[src/rtl/u32enc_pkg.sv]
// types and constants shared by the encoder modules
package u32enc_pkg;

  // output encoding codes; the unused code behaves as utf-8
  localparam logic [1:0] ModeUtf8    = 2'd0;
  localparam logic [1:0] ModeUtf16Le = 2'd1;
  localparam logic [1:0] ModeUtf16Be = 2'd2;

  localparam logic [7:0]  CharCr      = 8'h0D;
  localparam logic [7:0]  CharLf      = 8'h0A;
  localparam logic [20:0] ReplChar    = 21'h00FFFD;
  localparam logic [20:0] MaxCodePt   = 21'h10FFFF;

  // one input item held in the input register
  typedef struct packed {
    logic [20:0] code_point;
    logic        string_start;
  } item_t;

  // encoded result plus the next carriage-return memory
  typedef struct packed {
    logic [31:0] out_bytes;
    logic [2:0]  byte_count;
    logic        cr_next;
  } result_t;

endpackage

[src/rtl/utf32_text_encoder_crlf_core.sv]
// top level of the utf-32 to utf-8 / utf-16 text encoder
// Takes one code point per item and returns one item of 1 to 4 encoded bytes, first byte
// lowest. The block accepts one item every cycle when the output side is ready; each item
// passes an input register, one level of encode logic and a result register in that order,
// and a result is held in the result register until it is taken. A lone line feed is
// written as cr lf; the carriage-return memory is set only by a carriage return, is cleared
// by every other item and is ignored for an item that carries string_start.
// Invalid code points come out as U+FFFD. The encoding register should be written only
// while no item is in flight.
module utf32_text_encoder_crlf_core
  import u32enc_pkg::*;
(
  input  logic        clk_i,
  input  logic        rst_ni,
  // encoding select: 0 utf-8, 1 utf-16 le, 2 utf-16 be
  input  logic        cfg_we_i,
  input  logic [1:0]  cfg_wdata_i,
  input  logic        s_axis_tvalid_i,
  output logic        s_axis_tready_o,
  input  logic [23:0] s_axis_tdata_i,   // code_point [20:0], zero pad [23:21]
  input  logic        s_axis_tuser_i,   // string_start
  output logic        m_axis_tvalid_o,
  input  logic        m_axis_tready_i,
  output logic [39:0] m_axis_tdata_o    // out_bytes [31:0], byte_count [34:32], pad [39:35]
);

  logic [1:0]  mode_q;
  item_t       in_item;
  item_t       held_item;
  logic        held_valid;
  logic        out_ready;
  logic        cr_q;
  result_t     result;
  logic [31:0] out_bytes;
  logic [2:0]  byte_count;

  // encoding register
  always_ff @(posedge clk_i or negedge rst_ni) begin
    if (!rst_ni) begin
      mode_q <= ModeUtf8;
    end else if (cfg_we_i) begin
      mode_q <= cfg_wdata_i;
    end
  end

  assign in_item.code_point   = s_axis_tdata_i[20:0];
  assign in_item.string_start = s_axis_tuser_i;

  u32enc_in_stage u_in_stage (
    .clk_i        (clk_i),
    .rst_ni       (rst_ni),
    .in_valid_i   (s_axis_tvalid_i),
    .in_ready_o   (s_axis_tready_o),
    .in_item_i    (in_item),
    .down_ready_i (out_ready),
    .valid_o      (held_valid),
    .item_o       (held_item)
  );

  u32enc_encode u_encode (
    .item_i   (held_item),
    .mode_i   (mode_q),
    .cr_i     (cr_q),
    .result_o (result)
  );

  u32enc_out_stage u_out_stage (
    .clk_i        (clk_i),
    .rst_ni       (rst_ni),
    .up_valid_i   (held_valid),
    .up_ready_o   (out_ready),
    .result_i     (result),
    .cr_o         (cr_q),
    .out_valid_o  (m_axis_tvalid_o),
    .out_ready_i  (m_axis_tready_i),
    .out_bytes_o  (out_bytes),
    .byte_count_o (byte_count)
  );

  assign m_axis_tdata_o = {5'd0, byte_count, out_bytes};

endmodule

[src/rtl/u32enc_in_stage.sv]
// input register stage of the encoder
module u32enc_in_stage
  import u32enc_pkg::*;
(
  input  logic  clk_i,
  input  logic  rst_ni,
  input  logic  in_valid_i,
  output logic  in_ready_o,
  input  item_t in_item_i,
  input  logic  down_ready_i,
  output logic  valid_o,
  output item_t item_o
);

  logic  valid_q, valid_d;
  item_t item_q;
  logic  load;

  // take a new item when the register is empty or the held one moves on this cycle
  assign in_ready_o = !valid_q || down_ready_i;
  assign load       = in_valid_i && in_ready_o;

  always_comb begin
    valid_d = valid_q;
    if (load) begin
      valid_d = 1'b1;
    end else if (down_ready_i) begin
      valid_d = 1'b0;
    end
  end

  always_ff @(posedge clk_i or negedge rst_ni) begin
    if (!rst_ni) begin
      valid_q <= 1'b0;
    end else begin
      valid_q <= valid_d;
    end
  end

  // payload needs no reset
  always_ff @(posedge clk_i) begin
    if (load) begin
      item_q <= in_item_i;
    end
  end

  assign valid_o = valid_q;
  assign item_o  = item_q;

endmodule

[src/rtl/u32enc_encode.sv]
// combinational utf-8 / utf-16 encoder with lf to cr lf expansion
module u32enc_encode
  import u32enc_pkg::*;
(
  input  item_t      item_i,
  input  logic [1:0] mode_i,
  input  logic       cr_i,
  output result_t    result_o
);

  // one 16-bit unit in stream order, byte swapped for big endian
  function automatic logic [15:0] pack16(input logic [15:0] unit, input logic be);
    pack16 = be ? {unit[7:0], unit[15:8]} : unit;
  endfunction

  logic [20:0] cp;
  logic        bad;
  logic        utf16;
  logic        be;
  logic        cr_eff;
  logic        single;
  logic        is_lf;
  logic        is_cr;
  logic [20:0] v_full;
  logic [19:0] v;
  logic [15:0] hi_unit;
  logic [15:0] lo_unit;

  // replace surrogates and out-of-range values
  assign bad = (item_i.code_point > MaxCodePt) ||
               (item_i.code_point[20:11] == 10'h01B);
  assign cp  = bad ? ReplChar : item_i.code_point;

  assign utf16  = (mode_i == ModeUtf16Le) || (mode_i == ModeUtf16Be);
  assign be     = (mode_i == ModeUtf16Be);
  assign cr_eff = cr_i && !item_i.string_start;
  assign single = utf16 ? (cp < 21'h010000) : (cp < 21'h000080);
  assign is_lf  = (cp == {13'd0, CharLf});
  assign is_cr  = (cp == {13'd0, CharCr});

  // surrogate pair halves
  assign v_full  = cp - 21'h010000;
  assign v       = v_full[19:0];
  assign hi_unit = {6'b110110, v[19:10]};
  assign lo_unit = {6'b110111, v[9:0]};

  always_comb begin
    result_o.out_bytes  = 32'd0;
    result_o.byte_count = 3'd1;
    result_o.cr_next    = 1'b0;
    if (single) begin
      if (is_lf && !cr_eff) begin
        // lone line feed becomes cr lf, memory cleared
        result_o.cr_next = cr_eff;
        if (utf16) begin
          result_o.out_bytes  = {pack16({8'd0, CharLf}, be), pack16({8'd0, CharCr}, be)};
          result_o.byte_count = 3'd4;
        end else begin
          result_o.out_bytes  = {16'd0, CharLf, CharCr};
          result_o.byte_count = 3'd2;
        end
      end else begin
        result_o.cr_next = is_cr;
        if (utf16) begin
          result_o.out_bytes  = {16'd0, pack16(cp[15:0], be)};
          result_o.byte_count = 3'd2;
        end else begin
          result_o.out_bytes  = {24'd0, 1'b0, cp[6:0]};
          result_o.byte_count = 3'd1;
        end
      end
    end else if (utf16) begin
      result_o.out_bytes  = {pack16(lo_unit, be), pack16(hi_unit, be)};
      result_o.byte_count = 3'd4;
    end else if (cp < 21'h000800) begin
      result_o.out_bytes  = {16'd0, 2'b10, cp[5:0], 3'b110, cp[10:6]};
      result_o.byte_count = 3'd2;
    end else if (cp < 21'h010000) begin
      result_o.out_bytes  = {8'd0, 2'b10, cp[5:0], 2'b10, cp[11:6], 4'b1110, cp[15:12]};
      result_o.byte_count = 3'd3;
    end else begin
      result_o.out_bytes  = {2'b10, cp[5:0], 2'b10, cp[11:6], 2'b10, cp[17:12],
                             5'b11110, cp[20:18]};
      result_o.byte_count = 3'd4;
    end
  end

endmodule

[src/rtl/u32enc_out_stage.sv]
// result register stage and carriage-return memory
module u32enc_out_stage
  import u32enc_pkg::*;
(
  input  logic        clk_i,
  input  logic        rst_ni,
  input  logic        up_valid_i,
  output logic        up_ready_o,
  input  result_t     result_i,
  output logic        cr_o,
  output logic        out_valid_o,
  input  logic        out_ready_i,
  output logic [31:0] out_bytes_o,
  output logic [2:0]  byte_count_o
);

  logic        valid_q, valid_d;
  logic        cr_q, cr_d;
  logic [31:0] bytes_q;
  logic [2:0]  count_q;
  logic        load;

  // the register frees up when empty or when its item is taken
  assign up_ready_o = !valid_q || out_ready_i;
  assign load       = up_valid_i && up_ready_o;

  always_comb begin
    valid_d = valid_q;
    cr_d    = cr_q;
    if (load) begin
      valid_d = 1'b1;
      cr_d    = result_i.cr_next;
    end else if (out_ready_i) begin
      valid_d = 1'b0;
    end
  end

  always_ff @(posedge clk_i or negedge rst_ni) begin
    if (!rst_ni) begin
      valid_q <= 1'b0;
      cr_q    <= 1'b0;
    end else begin
      valid_q <= valid_d;
      cr_q    <= cr_d;
    end
  end

  always_ff @(posedge clk_i) begin
    if (load) begin
      bytes_q <= result_i.out_bytes;
      count_q <= result_i.byte_count;
    end
  end

  assign cr_o         = cr_q;
  assign out_valid_o  = valid_q;
  assign out_bytes_o  = bytes_q;
  assign byte_count_o = count_q;

endmodule

[config.mk]
export PLATFORM = sky130hd
export DESIGN_NAME = utf32_text_encoder_crlf_core
export DESIGN_NICKNAME = d
export VERILOG_FILES = /design/src/rtl/u32enc_pkg.sv /design/src/rtl/utf32_text_encoder_crlf_core.sv /design/src/rtl/u32enc_in_stage.sv /design/src/rtl/u32enc_encode.sv /design/src/rtl/u32enc_out_stage.sv
export SDC_FILE = /design/constraint.sdc
export NUM_CORES = 1
export LEC_CHECK = 0
export BUFFER_PORTS_ARGS = -buffer_cell sky130_fd_sc_hd__buf_2
export CAP_MARGIN = 20
export CORE_MARGIN = 5
export CORE_UTILIZATION = 25
export CTS_CLUSTER_SIZE = 40
export DETAILED_ROUTE_END_ITERATION = 8
export GPL_TIMING_DRIVEN = 0
export HOLD_SLACK_MARGIN = 0.08
export PLACE_DENSITY = 0.53
export SLEW_MARGIN = 20
export SYNTH_ARGS = -nofsm -noshare
export SYNTH_HDL_FRONTEND = slang
export SYNTH_SLANG_ARGS = --single-unit
export TNS_END_PERCENT = 10
[constraint.sdc]
create_clock -name clk_i -period 6.35 [get_ports clk_i]
set_input_delay 0.3175 -clock clk_i [delete_from_list [all_inputs] [get_ports clk_i]]
set_output_delay 0.3175 -clock clk_i [all_outputs]
set_load 0.005 [all_outputs]
==> impl_metrics.json <==
{
  "critPathKind": "register to register",
  "first_pass_iters": 5,
  "gp_congestion": 0.966,
  "p_int_mw": 0.856,
  "rsz0062_at_grt": "no",
  "ys_top_cells_by_area": "edfxtp_1 (48%), nand2_1 (4.4%), nor2_1 (4.2%), dfrtp_1 (3.5%), o21ai_0 (3.2%)",
  "swShare_pct": 29.5,
  "dpl.hpwl_mm": 9.02,
  "hold_violations": 0,
  "netlist_instances": 359,
  "path_common_cell": "clkbuf_1",
  "leakagePower_nw": 1.64,
  "drv_cap": 0,
  "start_util_pct": 25.6,
  "grt_usage_pct": 15.2,
  "clk_latency_ns": 0.34,
  "cts_inserted_buffers": 9,
  "io_buffers": 65,
  "preCtsSetupSlack_ns": 3.15,
  "yosysSeqAreaShare_pct": 51.3,
  "peakVddDrop_v": 0.000120,
  "path_cells": "clkbuf_1 -> o41ai_1 -> o21a_1 -> clkbuf_1 -> o211ai_1 -> a31oi_1 -> nand2_1",
  "p_clk_share_pct": 35.2,
  "ant_nets": 0,
  "fin_crit_ns": 3.28,
  "status": "finished clean",
  "crit_path_end_kind": "register",
  "die_x_um": 130,
  "drc": 0,
  "cts.sinks": 62,
  "critical_path_arrival_ns": 3.36,
  "synth_top_area_cell": "edfxtp_1",
  "ys_ff_latch": 62,
  "p_sw_mw": 0.358,
  "grt_start_max_net_pins": 36,
  "start_kind": "register",
  "relSlewSlack_pct": 35.3,
  "yosysMostFrequentCell": "edfxtp_1",
  "synth_top_area_share_pct": 47.8,
  "die_h_um": 130,
  "cpMaxStageDelayCell": "o41ai_1",
  "first_global_vias": 3297,
  "p_comb_share_pct": 21.6,
  "vias": 3218,
  "synth_ff_type": "edfxtp_1",
  "fin_skew_ns": 0.00588,
  "ys_types": 63,
  "cpPeakStageDelay_ns": 0.81,
  "synth-edff-count": 57,
  "p_seq_share_pct": 43.2,
  "tightest_slew_ns": 0.971,
  "drive_above_1_share_pct": 23.6,
  "routed_via_density": 5.15,
  "worstHoldPathType": "primary input to register",
  "fin_util_pct": 31.6,
  "setup_viol": 0,
  "cts_max_level": 3,
  "root_buffer": "clkbuf_16",
  "ioPinCount": 74,
  "yosys_warnings": 0,
  "drtIter0Drc": 315,
  "clockBufferDepth": 2,
  "syn_area_per_cell_sq_um": 9.97,
  "finalNetCount": 478,
  "power.density_mw_per_mm2": 275,
  "maxSlewViolCount": 0,
  "clk_pin_slew_ns": 0.05,
  "diodes": 0,
  "synthToLayoutAreaGrowth_pct": 23.3,
  "wirelength_mm": 12.5,
  "worstPathRequired_ns": 6.43,
  "antenna_found_initial": 0,
  "syn_area_sq_mm": 0.00358,
  "synthTopCellsByCount": "edfxtp_1 (57), nand2_1 (42), nor2_1 (40), o21ai_0 (23), clkbuf_1 (19)",
  "setup_tns_ns": 0,
  "cts_tree": "done",
  "layout_setup_ws_ns": 3.07,
  "rows": 43,
  "grt_pass1_wl_mm": 18.9,
  "cp_max_fo": 10,
  "post_cts_resize_count": 0,
  "async_flop_share_pct": 8.06,
  "grt_overflow": 0,
  "design.die.area_sq_mm": 0.0168,
  "coreArea_sq_mm": 0.0140,
  "fmax_ghz": 0.305,
  "fin_crit_sh_pct": 51.6,
  "wl_per_cell_um": 20.0
}
==> cell families (layout without fill, tap and decap cells) <==
| family | Yosys count | count (layout) | synth area share (%) |
|---|---|---|---|
| simple gates | 143 | 143 | 19.5 |
| flops | 62 | 62 | 51.3 |
| xor+xnor | 1 | 1 | 0.245 |
| fa+ha+maj | 6 | 6 | 2.10 |
| mux | 8 | 8 | 2.66 |
| other cells | 1 | 5 | 0.105 |
| buf+inv | 42 | 124 | 5.49 |
| compound gates | 96 | 96 | 18.6 |
==> timing repair <==
item                      4_1_cts  5_1_grt
setup buffers                   0        0
hold buffers                    1        0
hold endpoints to repair        5        0
==> cell usage in the layout (no fill, tap or decap), types with 9 or more instances in the layout <==
master	netlist	layout
nand2_1	42	42
clkbuf_16	0	9
a21oi_1	13	13
edfxtp_1	57	57
a31oi_1	10	10
clkbuf_1	19	21
nand3_1	11	11
nor2_1	40	40
nor3_1	12	12
buf_2	6	71
o21ai_0	23	23
==> power by group through the flow <==
stage	combinational [mW]	clock, mW	sequential (mW)
final	0.262	0.427	0.525
after global routing	0.287	0.462	0.529
after CTS	0.260	0.440	0.524
after detailed placement	0.259	0	0.532
after global placement	0.262	0	0.532
after floorplan	0.155	0	0.528
==> worst max-delay path: cells and delay by family (launching register included) <==
family | cells | cell delay, ns
simple gates | 1 | 0.09
buf+inv | 2 | 0.77
compound gates | 4 | 1.80
flops | 1 | 0.36
==> area by class of cell <==
class / count / area, sq um
Sequential cell: 62 / 1840
Clock buffer: 11 / 233
Fill cell: 1513 / 9570
Timing Repair Buffer: 66 / 335
Clock inverter: 5 / 26.3
Inverter: 8 / 35.0
Tap cell: 180 / 225
Buffer: 34 / 161
Multi-Input combinational cell: 259 / 1560
==> per-layer routing <==
| metal | wire (um) | track usage [%] | up-vias |
|---|---|---|---|
| met2 | 5740 | 22.2 | 154 |
| met3 | 982 | 3.01 | 23 |
| met1 | 5390 | 21.0 | 1532 |
| met5 | 0 | 0 | - |
| met4 | 374 | 8.31 | 0 |
| li1 | - | - | 1509 |
==> state kept, by name, indices dropped and copies added (netlist names) <==
register,cells
u_in_stage.valid_o,1
u_out_stage.cr_o,1
u_out_stage.out_bytes_o,32
mode_q,2
u_out_stage.byte_count_o,3
u_out_stage.out_valid_o,1
u_in_stage.item_o,22
==> per-stage QoR <==
stage / power [mW] / hold slack, ns / instances / instance area (sq um)
2_1_floorplan: 0.683 / 0.0219 / 363 / 3600
3_3_place_gp: 0.794 / 0.143 / 608 / 4150
3_5_place_dp: 0.792 / 0.148 / 608 / 4150
4_1_cts: 1.23 / 0.141 / 625 / 4420
5_1_grt: 1.28 / 0.142 / 625 / 4420
6_report: 1.21 / 0.153 / 625 / 4420
==> final timing paths <==
kind / to / slack (ns) / start / cells past startpoint
min: u_in_stage.item_o[17] / 0.15 / s_axis_tdata_i[16] / 1
max in group asynchronous: u_out_stage.cr_o / 5.88 / rst_ni / 2
max reg2reg: u_out_stage.out_bytes_o[3] / 3.07 / u_in_stage.item_o[17] / 7
min in group asynchronous: u_out_stage.out_valid_o / 0.33 / rst_ni / 2
max: u_out_stage.out_bytes_o[3] / 3.07 / u_in_stage.item_o[17] / 7
min reg2reg: u_out_stage.out_valid_o / 0.48 / u_in_stage.valid_o / 1
Power figures use the tool's default switching activity.
